$ cat src/uart_rx_tx_ring_engine_assert.svh
// assertion macros for the uart ring engine
`ifndef UART_RX_TX_RING_ENGINE_ASSERT_SVH
`define UART_RX_TX_RING_ENGINE_ASSERT_SVH
`ifndef SYNTHESIS
`define URTR_ASSERT(lbl, prop, msg) \
	lbl: assert property (@(posedge clk) disable iff (!arst_n) (prop)) else $error(msg);
`define URTR_ASSERT_NEXT(lbl, ante, cons, msg) \
	lbl: assert property (@(posedge clk) disable iff (!arst_n) (ante) |=> (cons)) \
		else $error(msg);
`else
`define URTR_ASSERT(lbl, prop, msg)
`define URTR_ASSERT_NEXT(lbl, ante, cons, msg)
`endif
`endif

$ cat src/urtr_ram.sv
module urtr_ram #(
	parameter int DEPTH = 256,
	parameter int WIDTH = 8
) (
	input  logic                     clk,
	input  logic                     we,
	input  logic [$clog2(DEPTH)-1:0] waddr,
	input  logic [WIDTH-1:0]         wdata,
	input  logic                     re,
	input  logic [$clog2(DEPTH)-1:0] raddr,
	output logic [WIDTH-1:0]         rdata
);

	logic [WIDTH-1:0] mem [DEPTH];
	logic [WIDTH-1:0] rdata_q;

	always_ff @(posedge clk) begin
		if (we) begin
			mem[waddr] <= wdata;
		end
	end

	always_ff @(posedge clk) begin
		if (re) begin
			rdata_q <= mem[raddr];
		end
	end

	assign rdata = rdata_q;

endmodule

$ cat config.mk
export PLATFORM = sky130hd
export DESIGN_NAME = urtr_ram
export DESIGN_NICKNAME = d
export VERILOG_FILES = /design/src/uart_rx_tx_ring_engine_assert.svh /design/src/urtr_ram.sv
export SDC_FILE = /design/constraint.sdc
export NUM_CORES = 2
export LEC_CHECK = 0
export BUFFER_PORTS_ARGS = -buffer_cell sky130_fd_sc_hd__buf_2
export CAP_MARGIN = 5
export CELL_PAD_IN_SITES_DETAIL_PLACEMENT = 0
export CELL_PAD_IN_SITES_GLOBAL_PLACEMENT = 1
export CORE_AREA = 2 2 302 528
export DETAILED_ROUTE_END_ITERATION = 12
export DIE_AREA = 0 0 304 530
export GPL_TIMING_DRIVEN = 0
export PLACE_DENSITY_LB_ADDON = 0.3
export SLEW_MARGIN = 0
export SYNTH_ARGS = -nofsm -noshare
export SYNTH_HDL_FRONTEND = slang
export SYNTH_SLANG_ARGS = --single-unit
export TNS_END_PERCENT = 100
$ cat constraint.sdc
create_clock -name clk -period 2.4 [get_ports clk]
set_clock_uncertainty 0.15 [all_clocks]
set_input_delay 0.36 -clock clk [delete_from_list [all_inputs] [get_ports clk]]
set_output_delay 0.36 -clock clk [all_outputs]
set_load 0.005 [all_outputs]
==> results.txt <==
The biggest area contributor in the post-synthesis netlist is sky130_fd_sc_hd__edfxtp_1. The ratio of cells with drive above 1 in the final layout came out at 0.322. By instance count, the cell type seen most on the critical path is sky130_fd_sc_hd__buf_6.

The total half-perimeter wirelength after legalization and detailed placement came out at 168000 um. The cell area reported after detailed placement came out at 0.0831 sq mm. The area share of and/or/nand/nor cells after synthesis is 0.0263.

In the synthesized netlist, the cells that appear most often are sky130_fd_sc_hd__edfxtp_1, sky130_fd_sc_hd__mux4_2, sky130_fd_sc_hd__nor2_1. The wire length per cell is 39.7 um. For the finished layout, the period the worst path requires is 2.71 ns. The clock network latency to the later pin of the worst-skew pair came out at between 0.8 and 0.9 ns. The maximum number of pins on one net before global-route repair is roughly 170. The slowest library cell on the worst path is sky130_fd_sc_hd__a31oi_1. Data arrives at the worst endpoint at 3.17 ns. The number of detailed-route iterations in the first pass came out at 6.

The post-synthesis async set-or-reset flop share came out at 0. The checks that failed: setup timing. After synthesis, the largest family of logic cells by area is multiplexers. The clock slew seen by the registers of the worst setup and hold paths came out at 0.07 ns. The cell area that synthesis handed to floorplanning was about 0.08 sq mm.

The longest clock path from root to sink contains 4 buffers. The area of the die is 0.161 sq mm. The number of warnings printed during yosys synthesis is 0. The primary flip-flop cell chosen by synthesis mapping is sky130_fd_sc_hd__edfxtp_1. The number of antenna violations at the first check in global routing is 17. The per-cell via count in the routed design is 6.62. For the pin with the worst max-slew slack, the measured transition is about 1.4 ns. The post-layout instance area came out at 0.0920 sq mm. The max-slew violation total from the final report was 0. In the final layout, the multi-input gates occupy 0.0185 sq mm. The H-tree level count came out at 4. The class of the worst hold path is input port to register. The signal on the critical path passes through buf_2 > buf_6 > buf_6 > nor2_4 > clkbuf_4 > a22oi_1 > a31oi_1 > nor4_2 > nor4_4. The placer congestion estimate is just under 1.

For this run, design rule violations remaining after detail routing come to 0. The total via count in the routed design came out at 41.2k. STA classifies the critical path startpoint as an input port.

The number of clock buffers added by TritonCTS is 179. The number of filler cells placed in the layout is 11.2k. The final-layout worst hold slack came out at 0.156 ns. The floorplan has 193 rows. The maximum frequency from static timing analysis is about 370 MHz. For this run, the register share of the synthesized area comes to 0.775.

The number of buffers inserted by port buffering came out at 27. The initial cell density of the core came out at 0.507. In this run the mean area of a mapped cell was 21.3 sq um. The chip height came out at 530 um. The sequential cell area is between 0.06 and 0.07 sq mm.

The headroom to the max-slew limit came out at 0.0445. Of the total synthesized cell area, the portion taken by full adders, half adders and majority gates is 0. The run finished, with violations left. The endpoint required time on the critical path came out at 2.86 ns.

Power comes to 72.7 mW. Synthesis produced a netlist whose cell count is 3733. The final hold violation count came out at 0. In the finished design, the share of the clock period the worst path needs comes to 1.13. The core outline area came out at 0.157 sq mm.

The via count of the first global-routing pass is 41.4k. The post-synthesis share of cell area spent on xor and xnor gates is 0. The worst-case setup margin in the final layout is -0.314 ns. The share of cell area taken by muxes after synthesis is 0.146. The width of the die came out at around 300 um.

The post-synthesis register bit count came out at ~2.1k. The total congestion overflow after global routing came out at 0. The maximum fanout count along the critical path came out at 10. The net count of the mapped netlist is between 3k and 4k. The clock drives 2056 sinks. The cell area power density is 790 mW/mm^2.

The total global-route track usage is 0.307. The number of max-cap violations is 0. The highest ir drop seen on vdd is 0.000632 V. In the post-synthesis netlist, the biggest area contributors are sky130_fd_sc_hd__edfxtp_1, sky130_fd_sc_hd__mux4_2, sky130_fd_sc_hd__mux2i_1. In this design, the stage delay of the slowest critical-path cell is ~0.49 ns. The cell with the most instances after synthesis is sky130_fd_sc_hd__edfxtp_1. TritonCTS built the clock tree. Of the post-synthesis cell area, the dominant cell type holds 0.775. Pin placement for this block handled 35 I/O pins. The count of unique library cells instantiated by Yosys came out at 54. Setup violations remaining at the end of the flow were counted as 459. The worst setup path is of the input port to register kind. The first-pass GRT wire length is 334000 um. The count of nets left with antenna violations once routing finished came out at 0. The static power due to leakage is 28.2 nW. The number of flops mapped to enable cells by yosys came out at 2056.

The total routed wirelength came out at about 250000 um. From synthesis to final layout, the design area changed by 15.6%. Setup repair after global routing could not meet its margin everywhere.

STA classifies the critical path endpoint as a register. The fraction of the mapped netlist area in compound gates came out at 0.0342. The number of design-rule violations left by the first detailed-router iteration is 5577.

After the last flow step, the layout net total stands at 4067. The root buffer cell chosen for the clock tree is sky130_fd_sc_hd__clkbuf_16.
-- report_power, final --
| part | leakage, nW | internal (mW) | total [mW] | switching (mW) |
|---|---|---|---|---|
| Combinational | 7.02 | 1.62 | 4.85 | 3.23 |
| Sequential | 18.5 | 39.6 | 39.6 | 0.0349 |
| Clock | 2.69 | 15.4 | 28.2 | 12.8 |
-- cells by family after synthesis --
group,after synthesis
AOI/OAI and AO/OA,385
buffers and inverters,235
DFF,2056
muxes,591
and+or+nand+nor,466
-- registers in the layout, indices dropped and copies added, names as in the netlist --
name,cells
rdata,8
mem,2048
-- metrics by stage --
step	worst slack [ns]	utilization	instances	setup TNS [ns]
after floorplan	-0.0674	-	3733	-0.451
after global placement	-3.46	0.526	5807	-7396.67
after detailed placement	-3.06	0.529	5828	-2467.08
after CTS	-0.335	0.580	6203	-1.23
after global routing	-0.302	0.585	6216	-4.75
final	-0.314	0.585	6221	-13.51
-- timing repair --
item                       in CTS  in global routing
setup endpoints to repair    1733                927
setup buffers                  59                 11
pin swaps                      49                 29
gates resized for setup       559                164
hold endpoints to repair      585                  0
hold buffers                    9                  0
-- layout make-up --
type | count | share of cell area
Inverter | 2 | 0.000122
Buffer | 232 | 0.0263
Sequential cell | 2056 | 0.671
Tap cell | 2047 | 0.0278
Clock inverter | 102 | 0.00992
Multi-Input combinational cell | 1442 | 0.201
Timing Repair Buffer | 127 | 0.0138
Clock buffer | 206 | 0.0500
Antenna cell | 7 | 0.000190
-- layout by cell type, fill, tap and decap left out, drive strengths merged, types with 7 or more instances in the layout --
master | Yosys | routed
clkinv | 1 | 73
mux2i | 134 | 134
nand4 | 10 | 10
bufinv | 0 | 16
mux4 | 456 | 456
edfxtp | 2056 | 2056
nor2b | 31 | 31
buf | 122 | 248
a22oi | 133 | 133
nand2b | 8 | 8
nor3 | 22 | 22
clkbuf | 111 | 307
o211ai | 10 | 10
a221oi | 14 | 14
o21ai | 12 | 12
nand2 | 33 | 33
nor4 | 27 | 27
a22o | 8 | 8
nand3 | 34 | 34
a21oi | 96 | 96
diode | 0 | 7
o221ai | 47 | 47
clkinvlp | 0 | 9
dlygate4sd3 | 0 | 9
nor2 | 282 | 282
a211oi | 16 | 16
o22ai | 28 | 28
-- metal layers --
metal | share of wire | routed length, um | global-route usage
met5 | 0.00017 | 41 | 0
met4 | 0.091 | 22500 | 0.245
met3 | 0.078 | 19200 | 0.0560
met2 | 0.51 | 126000 | 0.528
met1 | 0.32 | 78600 | 0.336
-- final timing paths --
kind / startpoint / endpoint / slack (ns) / cells past startpoint
worst min register to register: mem[54][2]$_DFFE_PP_ / rdata[2]$_DFFE_PP_ / 1.00 / 6
worst min-delay path: waddr[4] / mem[116][6]$_DFFE_PP_ / 0.16 / 3
worst max-delay path: raddr[2] / rdata[3]$_DFFE_PP_ / -0.31 / 9
worst max register to register: mem[83][3]$_DFFE_PP_ / rdata[3]$_DFFE_PP_ / -0.31 / 6
-- critical path, delay by kind of cell --
family | cells | cell delay, ns
AO/OA/AOI/OAI | 2 | 0.73
buffers and inverters | 4 | 1.13
AND/OR/NAND/NOR | 3 | 0.91
(Power assumes the default switching activity.)
