[src/uart_rx_tx_ring_engine_assert.svh]
// assertion macros for the uart ring engine
`ifndef UART_RX_TX_RING_ENGINE_ASSERT_SVH
`define UART_RX_TX_RING_ENGINE_ASSERT_SVH
`ifndef SYNTHESIS
`define URTR_ASSERT(lbl, prop, msg) \
	lbl: assert property (@(posedge clk) disable iff (!arst_n) (prop)) else $error(msg);
`define URTR_ASSERT_NEXT(lbl, ante, cons, msg) \
	lbl: assert property (@(posedge clk) disable iff (!arst_n) (ante) |=> (cons)) \
		else $error(msg);
`else
`define URTR_ASSERT(lbl, prop, msg)
`define URTR_ASSERT_NEXT(lbl, ante, cons, msg)
`endif
`endif

[src/urtr_pkg.sv]
package urtr_pkg;

	// ring sizes
	localparam int RX_DEPTH = 256;
	localparam int TX_DEPTH = 256;
	localparam int RX_AW = $clog2(RX_DEPTH);
	localparam int TX_AW = $clog2(TX_DEPTH);
	localparam int RX_LW = $clog2(RX_DEPTH + 1);
	localparam int TX_LW = $clog2(TX_DEPTH + 1);
	localparam logic [RX_LW-1:0] RX_FULL_LVL = RX_LW'(RX_DEPTH);
	localparam logic [TX_LW-1:0] TX_FULL_LVL = TX_LW'(TX_DEPTH);
	localparam logic [RX_AW-1:0] RX_LAST = RX_AW'(RX_DEPTH - 1);
	localparam logic [TX_AW-1:0] TX_LAST = TX_AW'(TX_DEPTH - 1);

	// scanner
	localparam int MAGIC_MAX = 8;
	localparam int MAGIC_LEN_W = 4;
	localparam logic [MAGIC_LEN_W-1:0] MAGIC_LEN_CAP = MAGIC_LEN_W'(MAGIC_MAX);

	// configuration port
	localparam int CFG_IW = 1;
	localparam int CFG_DW = 64;
	localparam logic [CFG_IW-1:0] REG_MAGIC_CHARS = 1'b0;
	localparam logic [CFG_IW-1:0] REG_MAGIC_LENGTH = 1'b1;

	// field widths
	localparam int BYTE_W = 8;
	localparam int WORD_W = 12;
	localparam int KIND_W = 3;
	localparam int CNT_W = 32;
	localparam int OUT_LVL_W = 9;
	localparam int STAT_W = 3;
	localparam int IN_DW = 24;
	localparam int OUT_DW = 192;

	// received word flag bits
	localparam int BIT_FRAMING = 8;
	localparam int BIT_BREAK = 10;
	localparam int BIT_OVERRUN = 11;

	typedef enum logic [KIND_W-1:0] {
		KIND_RX_WORD = 3'd0,
		KIND_READ    = 3'd1,
		KIND_PEEK    = 3'd2,
		KIND_WRITE   = 3'd3,
		KIND_TX_FREE = 3'd4,
		KIND_CLEAR   = 3'd5
	} kind_t;

	typedef enum logic [STAT_W-1:0] {
		ERR_NONE    = 3'd0,
		ERR_BREAK   = 3'd1,
		ERR_OVERRUN = 3'd2,
		ERR_FRAMING = 3'd3,
		ERR_FULL    = 3'd4
	} err_t;

	// counter slots
	localparam int CNT_NUM = 5;
	localparam int CNT_BREAK = 0;
	localparam int CNT_OVERRUN = 1;
	localparam int CNT_FRAMING = 2;
	localparam int CNT_RXFULL = 3;
	localparam int CNT_TXFULL = 4;

	typedef enum logic [1:0] {
		DSEL_NONE = 2'd0,
		DSEL_RX   = 2'd1,
		DSEL_TX   = 2'd2
	} dsel_t;

	// everything of a result but the data byte and its valid flag
	typedef struct packed {
		logic                 write_accepted;
		logic                 magic_seen;
		err_t                 rx_status;
		logic [OUT_LVL_W-1:0] rx_fill;
		logic [OUT_LVL_W-1:0] tx_space;
		logic [CNT_W-1:0]     break_total;
		logic [CNT_W-1:0]     overrun_total;
		logic [CNT_W-1:0]     framing_total;
		logic [CNT_W-1:0]     rx_full_total;
		logic [CNT_W-1:0]     tx_full_total;
	} res_t;

endpackage

[src/urtr_scan.sv]
module urtr_scan (
	input  logic                          clk,
	input  logic                          arst_n,
	input  logic                          cfg_we,
	input  logic [urtr_pkg::CFG_IW-1:0]   cfg_index,
	input  logic [urtr_pkg::CFG_DW-1:0]   cfg_data,
	input  logic                          byte_en,
	input  logic [urtr_pkg::BYTE_W-1:0]   rx_byte,
	output logic                          seen
);

	logic [urtr_pkg::CFG_DW-1:0]      magic_chars_q;
	logic [urtr_pkg::MAGIC_LEN_W-1:0] magic_len_q;
	logic [urtr_pkg::MAGIC_LEN_W-1:0] pos_q;
	logic [urtr_pkg::MAGIC_LEN_W-1:0] len;
	logic [urtr_pkg::MAGIC_LEN_W-1:0] pos0;
	logic [urtr_pkg::MAGIC_LEN_W-1:0] pos_inc;
	logic [urtr_pkg::MAGIC_LEN_W-1:0] pos_nxt;
	logic [urtr_pkg::BYTE_W-1:0]      want;
	logic                             hit;
	logic                             done;

	// lengths above the cap behave as the cap
	assign len = (magic_len_q > urtr_pkg::MAGIC_LEN_CAP) ? urtr_pkg::MAGIC_LEN_CAP : magic_len_q;
	assign pos0 = (pos_q >= len) ? '0 : pos_q;
	assign want = magic_chars_q[{pos0[2:0], 3'b000} +: urtr_pkg::BYTE_W];
	assign hit = (len != '0) && (rx_byte == want);
	assign pos_inc = pos0 + 1'b1;
	assign done = hit && (pos_inc >= len);

	always_comb begin
		if (len == '0) begin
			pos_nxt = pos_q;
		end else if (hit && !done) begin
			pos_nxt = pos_inc;
		end else begin
			pos_nxt = '0;
		end
	end

	assign seen = byte_en && done;

	always_ff @(posedge clk or negedge arst_n) begin
		if (!arst_n) begin
			magic_chars_q <= '0;
			magic_len_q <= '0;
			pos_q <= '0;
		end else if (cfg_we) begin
			pos_q <= '0;
			if (cfg_index == urtr_pkg::REG_MAGIC_CHARS) begin
				magic_chars_q <= cfg_data;
			end else begin
				magic_len_q <= cfg_data[urtr_pkg::MAGIC_LEN_W-1:0];
			end
		end else if (byte_en) begin
			pos_q <= pos_nxt;
		end
	end

endmodule

[config.mk]
export PLATFORM = sky130hd
export DESIGN_NAME = urtr_scan
export DESIGN_NICKNAME = d
export VERILOG_FILES = /design/src/uart_rx_tx_ring_engine_assert.svh /design/src/urtr_pkg.sv /design/src/urtr_scan.sv
export SDC_FILE = /design/constraint.sdc
export NUM_CORES = 1
export LEC_CHECK = 0
export BUFFER_PORTS_ARGS = -buffer_cell sky130_fd_sc_hd__buf_2
export CAP_MARGIN = 40
export CORE_UTILIZATION = 49
export DETAILED_ROUTE_END_ITERATION = 7
export PLACE_DENSITY = 0.81
export REMOVE_ABC_BUFFERS = 1
export SLEW_MARGIN = 20
export SYNTH_ARGS = -nofsm -noshare
export SYNTH_HDL_FRONTEND = slang
export SYNTH_SLANG_ARGS = --single-unit
[constraint.sdc]
create_clock -name clk -period 4 [get_ports clk]
set_clock_uncertainty 0.1 [all_clocks]
set_input_delay 0 -clock clk [delete_from_list [all_inputs] [get_ports clk]]
set_output_delay 0 -clock clk [all_outputs]
set_load 0.02 [all_outputs]
==> results of run 1 <==
==> layout make-up <==
| class | instances | area share [%] |
|---|---|---|
| clock buffers | 10 | 2.44 |
| multi-input cells | 218 | 37.2 |
| repair buffers | 152 | 21.7 |
| inverters | 8 | 0.575 |
| well taps | 102 | 2.44 |
| clock inverters | 6 | 1.15 |
| flip-flops and latches | 72 | 34.5 |
==> cells in the mapped netlist, drive strengths merged (2+ instances only) <==
cell and number:
a21oi 10, or3 3, nand2 18, nor2 9, a21o 3, xnor2 2
buf 14, or4 2, nor3b 6, nor3 8, o211ai 2, dfrtp 72
clkbuf 6, a211oi 12, a31oi 3, mux2 68, nor2b 2, o21a 3
o21ai 9, mux2i 14, mux4 6, ha 8, o22ai 6, nand3 4
inv 8, nand2b 2
==> state kept, by name (all words and copies together) (netlist names) <==
register,flops
pos_q,4
magic_len_q,4
magic_chars_q,64
==> per-stage QoR <==
step	TNS (ns)	hold slack [ns]	std cells
after floorplan	-0.356	-0.396	298
after global placement	0	0.0738	484
after detailed placement	0	-0.131	485
after CTS	0	0.000862	568
after global routing	0	0.0237	568
final	0	0.0161	568
==> kinds of logic (layout without fill, tap and decap cells) <==
| logic type | after synthesis | in the layout | synth area share [%] |
|---|---|---|---|
| buffers and inverters | 28 | 176 | 3.65 |
| and+or+nand+nor | 63 | 63 | 9.06 |
| muxes | 88 | 88 | 26.8 |
| adders and majority gates | 8 | 8 | 2.58 |
| AOI/OAI and AO/OA | 56 | 56 | 10.7 |
| DFF | 72 | 72 | 46.5 |
| xor gates and xnor gates | 3 | 3 | 0.678 |
==> per-layer routing <==
layer / wire length (microns) / global-route usage (%) / up-vias / part of all wire [%]
met5: 0 / 0 / - / 0
li1: - / - / 1473 / -
met3: 358 / 5.36 / 20 / 3.9
met2: 4720 / 41.5 / 74 / 51
met4: 189 / 9.52 / 0 / 2.0
met1: 3960 / 29.5 / 1498 / 43
==> layout by cell type, fill, tap and decap left out, types with 7 or more instances in the layout <==
| cell type | instances |
|---|---|
| a211oi_1 | 11 |
| a21oi_1 | 9 |
| buf_2 | 76 |
| buf_4 | 8 |
| clkbuf_8 | 9 |
| dfrtp_1 | 72 |
| dlygate4sd3_1 | 67 |
| ha_1 | 8 |
| inv_1 | 8 |
| mux2_2 | 68 |
| mux2i_1 | 14 |
| nand2_1 | 18 |
| nor2_1 | 9 |
| nor3_1 | 7 |
==> report_power, final <==
group | switching (mW) | internal, mW
clock network | 0.270 | 0.285
logic | 0.160 | 0.227
registers | 0.0571 | 0.829
==> path summary, 6_finish.rpt <==
check | from | end | cells past startpoint
setup / recovery | magic_len_q[3] | seen | 13
hold / removal | cfg_index | magic_len_q[3] | 3
setup reg to reg | magic_len_q[3] | pos_q[1] | 12
hold reg to reg | magic_chars_q[37] | magic_chars_q[37] | 1
max in group asynchronous | arst_n | magic_chars_q[9] | 3
min in group asynchronous | arst_n | magic_chars_q[14] | 2
==> critical path, cell delays in order (launching register included) <==
cell and delay, ns:
dfrtp_1 0.42, nor2b_1 0.20, ha_1 0.26, or3b_4 0.41, a21oi_4 0.13, and2_1 0.24, ha_1 0.20, xnor2_1 0.10
ha_1 0.27, nand2_1 0.04, o31ai_1 0.36, nand2_1 0.12, a2111oi_2 0.32, buf_2 0.23
==> summary.txt, run 1 <==
Clock tree
  • Post-CTS Setup Repair Bufs: 0
  • H-tree Lvls: 3
  • CTS Hold Bufs: 67
  • CTS Sinks: 72
  • Clk buf depth: 2
  • Worst-skew pair later-pin latency: 0.35 ns
  • CTS Buf Count: 9
  • Clock Root Buffer: clkbuf_8
  • Clock transition at the registers of the reported paths: 0.08 ns
  • Post-CTS Resized: 0
  • CTS tree: done

Detailed routing
  • DRC Markers: 2
  • Routed length per placed instance: 16.3 microns
  • Routed Antenna Nets: 0
  • Drt pass-1 iters: 6
  • Via count: 3065
  • 1st-iter DRT viols: 128
  • Avg Vias per Cell: 5.40
  • Final WL: 9.23 mm

Worst setup path
  • Worst setup EP type: primary output
  • Startpoint class of the critical path: flip-flop
  • Crit Path Max Fanout: 5
  • CP required: 3.90 ns
  • WP data arrival: 3.65 ns
  • Critical path type: reg -> out
  • R2R Setup Slk: 0.51 ns

Die
  • Die Area: 8280 sq um
  • Die width: 91.0 microns
  • Die Ht: 91.0 microns
  • I/O pin total: 78
  • Core area: 7690 sq um
  • Row Count: 32
  • Initial core utilization: 50.5%

Global routing
  • Initial antenna violation count: 0
  • First-pass GRT wire length: 15.5 mm
  • Total global routing overflow: 0
  • Vias in the first global route: 3292
  • Largest net degree at the start of global routing: 43
  • GRT Total Usage: 24.2%

Synth
  • Number of synthesized flops with an enable pin: 0
  • Largest cells by area after synthesis: dfrtp_1 46%, mux2_2 20%, mux2i_1 3.6%, mux4_2 3.5%, ha_1 2.6%
  • Top cell type's share of synthesized area: 46.5%
  • Main synth FF type: dfrtp_1
  • Async S/R FF share, synth: 100%
  • Post-synthesis sequential area ratio: 46.5%
  • Synth area leader: dfrtp_1
  • FF+latch count, synth: 72
  • Cell count after synthesis: 318
  • Avg Cell Area, Syn: 12.2 sq um
  • Synthesized area: 3880 sq um
  • Total number of yosys warnings: 0
  • Synth unique cells: 52

Placement
  • Post-Place Setup Slack: 0.560 ns
  • # port buffers: 77
  • GP Congestion: 0.779
  • Placed inst area: 4360 sq um
  • Post-detail-place hpwl: 5.83 mm

STA
  • Slew @ Worst Pin: 0.516 ns
  • RSZ-0062 raised after global routing: false
  • Crit path time final: 3.75 ns
  • # setup viols final: 0
  • PnR worst setup slack: 0.253 ns
  • Final hold violations: 0
  • Period Utilization, post-route: 93.7%
  • Pins over their slew limit: 0
  • Upper clock frequency limit: 267 MHz
  • Max_slew headroom: 65.5%

Layout
  • Antenna fix cells: 0
  • Final net count: 546
  • Filler cells: 585
  • Fin util: 67.9%
  • Area of the multi-input gates: 1940 sq um
  • Design Area, Final: 5220 sq um
  • Register Area: 1800 sq um
  • Area Growth Syn to Fin: 34.6%
  • Layout cell share with drive strength beyond 1: 39.7%

Pwr
  • Power per cell area: 350 nW/um^2
  • Leak: 2.23 nW
  • Final Total Pwr: 1.83 mW
  • Max VDD drop: 0.268 mV

Run
  • Max-Cap Viols: 0

Status
  • Failing checks: design-rule violations
  • Status: finished, violations left

Worst hold path
  • Tightest Hold Check Type: in -> reg
Note: power is estimated with default switching activity, not from simulation.
==> run 2: changes to the inputs <==
--- a/config.mk
+++ b/config.mk
@@ -5,12 +5,14 @@
 export SDC_FILE = /design/constraint.sdc
 export NUM_CORES = 1
 export LEC_CHECK = 0
+export ABC_AREA = 1
 export BUFFER_PORTS_ARGS = -buffer_cell sky130_fd_sc_hd__buf_2
 export CAP_MARGIN = 40
 export CORE_UTILIZATION = 49
 export DETAILED_ROUTE_END_ITERATION = 7
 export PLACE_DENSITY = 0.81
 export REMOVE_ABC_BUFFERS = 1
+export SKIP_LAST_GASP = 1
 export SLEW_MARGIN = 20
 export SYNTH_ARGS = -nofsm -noshare
 export SYNTH_HDL_FRONTEND = slang
==> run 2 against run 1 <==
Against the previous run: the run now ends clean; sequential cell count unchanged; clock power rose by 19%; wire length is 23% higher; area after synthesis decreased by 0.52%; critical path type unchanged.
==> summary.txt, run 2 <==
Global routing
  • First-pass GRT wire length: 17.8 mm (+15%)
  • Largest net degree at the start of global routing: 35 (-19%)
  • Total global routing overflow: 0 (unchanged)
  • Vias in the first global route: 3839 (+17%)
  • Initial antenna violation count: 0 (unchanged)
  • GRT Total Usage: 27.6% (+3.4 points)

Detailed routing
  • Via count: 3863 (+26%)
  • Final WL: 11.4 mm (+23%)
  • Avg Vias per Cell: 5.77 (+7.0%)
  • Drt pass-1 iters: 5 (-1)
  • Routed Antenna Nets: 0 (unchanged)
  • Routed length per placed instance: 17.0 microns (+4.7%)
  • 1st-iter DRT viols: 436 (+240%)
  • DRC Markers: 0 (-2)

Layout
  • Biggest register: magic_chars_q
  • Area of the multi-input gates: 1810 sq um (-6.9%)
  • Final net count: 650 (+19%)
  • Antenna fix cells: 0 (unchanged)
  • Fin util: 70.6% (+2.7 points)
  • Largest register FFs: 64 (unchanged)
  • Commonest non-fill, non-tap cell in the layout: nand2_1
  • Largest registers: magic_chars_q: 64 flops, magic_len_q: 4 flops, pos_q: 4 flops
  • Register Area: 1800 sq um (unchanged)
  • Area Growth Syn to Fin: 36.3%
  • Commonest cells after routing, fill and taps aside: 116 x nand2_1, 77 x buf_2, 72 x dfrtp_1
  • Filler cells: 511 (-13%)
  • Layout cell share with drive strength beyond 1: 30.9% (-8.8 points)

Clock tree
  • Worst-skew pair later-pin latency: 0.37 ns (+0.02 ns)
  • Clock Root Buffer: clkbuf_8
  • H-tree Lvls: 3 (unchanged)
  • CTS Sinks: 72 (unchanged)
  • CTS tree: done
  • Post-CTS Resized: 0 (unchanged)
  • CTS Buf Count: 9 (unchanged)
  • Clk buf depth: 2 (unchanged)
  • Clock transition at the registers of the reported paths: 0.08 ns (about the same)

Synth
  • Top cell type's share of synthesized area: 46.7% (+0.24 points)
  • Total number of yosys warnings: 0 (unchanged)
  • Avg Cell Area, Syn: 9.23 sq um (-24%)
  • Post-synth top cells: 117 x nand2_1, 72 x dfrtp_1, 57 x mux2_2
  • Post-synthesis sequential area ratio: 46.7% (+0.24 points)
  • Number of synthesized flops with an enable pin: 0 (unchanged)
  • Async S/R FF share, synth: 100% (unchanged)
  • FF+latch count, synth: 72 (unchanged)
  • Largest cells by area after synthesis: dfrtp_1 47%, mux2_2 17%, nand2_1 11%, nand3_1 6.0%, inv_1 3.3%
  • Synthesized area: 3860 sq um (-0.52%)
  • Main synth FF type: dfrtp_1
  • Synth unique cells: 31 (-40%)
  • Synth area leader: dfrtp_1
  • Count leader, synth: nand2_1
  • Cell count after synthesis: 418 (+31%)

Run
  • Max-Cap Viols: 0 (unchanged)

Die
  • Row Count: 31 (-3.1%)
  • Die width: 90.7 microns (-0.25%)
  • Initial core utilization: 51.8% (+1.4 points)
  • I/O pin total: 78 (unchanged)
  • Die Ht: 90.7 microns (-0.25%)
  • Core area: 7450 sq um (-3.1%)
  • Die Area: 8230 sq um (-0.50%)

Worst hold path
  • Tightest Hold Check Type: in -> reg

Worst setup path
  • Highest-delay cell along the critical path: dfrtp_1
  • Critical path cell sequence: inv_1 -> nand2_1 -> ha_1 -> nand2_1 -> inv_2 -> nand2_4 -> nand3_4 -> inv_2 -> ha_1 -> xor2_1 -> inv_1 -> ha_1 -> nand2_1 -> o21a_1 -> nor3_2 -> buf_2
  • Critical path type: reg -> out
  • Startpoint class of the critical path: flip-flop
  • Worst setup EP type: primary output
  • Max incr delay on CP: 0.42 ns (about the same)
  • CP required: 3.90 ns (about the same)
  • Crit Path Max Fanout: 17 (+12)
  • WP data arrival: 3.75 ns (+0.10 ns)

STA
  • Final hold violations: 0 (unchanged)
  • Upper clock frequency limit: 260 MHz (-2.6%)
  • Pins over their slew limit: 0 (unchanged)
  • Crit path time final: 3.85 ns (+0.0993 ns)
  • # setup viols final: 0 (unchanged)
  • Max_slew headroom: 54.3% (-11 points)
  • Slew @ Worst Pin: 0.685 ns (+0.169 ns)
  • Period Utilization, post-route: 96.2% (+2.5 points)

Status
  • Status: completed

Pwr
  • Power per cell area: 365 nW/um^2 (+4.2%)
  • Final Total Pwr: 1.92 mW (+5.0%)
  • Max VDD drop: 0.240 mV (-10%)
  • Leak: 2.66 nW (+19%)

Placement
  • GP Congestion: 0.965 (+24%)
  • # port buffers: 77 (unchanged)
  • Post-detail-place hpwl: 6.32 mm (+8.4%)
## run 2: logic make-up after synthesis
group,Yosys count,share of synthesized area [%]
AND/OR/NAND/NOR,203,23.7
XOR/XNOR,2,0.454
flip-flops,72,46.7
buffers and inverters,56,6.74
multiplexers,57,16.6
AO/OA/AOI/OAI,20,3.21
adder cells (fa/ha/maj),8,2.59
## run 2: worst paths after layout
kind                       slack (ns)              from           endpoint  cells after the start
max                              0.15    magic_len_q[3]               seen                     16
max reg2reg                      0.49    magic_len_q[3]           pos_q[1]                     16
min in group asynchronous        0.10            arst_n  magic_chars_q[61]                      2
min                              0.03         cfg_index     magic_len_q[1]                      3
min reg2reg                      0.40  magic_chars_q[3]   magic_chars_q[3]                      2
max in group asynchronous        2.85            arst_n   magic_chars_q[0]                      3
## run 2: stage by stage
step / TNS [ns] / hold WS [ns] / std cells / worst slack [ns] / instance area, sq um
after floorplan: 0 / -0.396 / 400 / 0.677 / 3750
after global placement: 0 / 0.108 / 580 / 0.708 / 4290
after detailed placement: 0 / -0.0191 / 582 / 0.558 / 4340
after CTS: 0 / 0.0129 / 665 / 0.136 / 5230
after global routing: -0.0423 / 0.0635 / 669 / -0.0423 / 5260
final: 0 / 0.0302 / 669 / 0.154 / 5260
## run 2: per-layer routing
metal | part of all wire, % | GRT usage, % | vias to the layer above
li1 | - | - | 1673
met4 | 6.3 | 18.4 | 0
met5 | 0 | 0 | -
met1 | 36 | 31.8 | 1796
met2 | 49 | 46.7 | 304
met3 | 8.1 | 5.05 | 90
## run 2: final cells by class
cell class                      instances  share of cell area [%]
Clock buffer                            9                    2.36
Clock inverter                          7                    1.81
Inverter                               38                    2.81
Multi-Input combinational cell        291                    34.4
Sequential cell                        72                    34.3
Tap cell                               99                    2.36
Timing Repair Buffer                  153                    22.0
## run 2: power by group
group | internal [mW] | total (mW) | switching [mW] | leakage (nW)
Sequential | 0.827 | 0.885 | 0.0588 | 0.856
Clock | 0.352 | 0.658 | 0.306 | 0.110
Combinational | 0.197 | 0.376 | 0.178 | 1.69
## run 2: critical path: cells and delay by family, from the launching register on
family                   cells  cell delay (ns)
buffers and inverters        5             0.79
XOR/XNOR                     1             0.22
flip-flops                   1             0.42
AO/OA/AOI/OAI                1             0.26
adder cells (fa/ha/maj)      3             0.82
AND/OR/NAND/NOR              6             0.87
## run 2: repair_timing
action,CTS,global route
endpoints found under the setup margin,0,1
buffers inserted,0,3
hold buffers,67,0
endpoints found under the hold margin,97,0
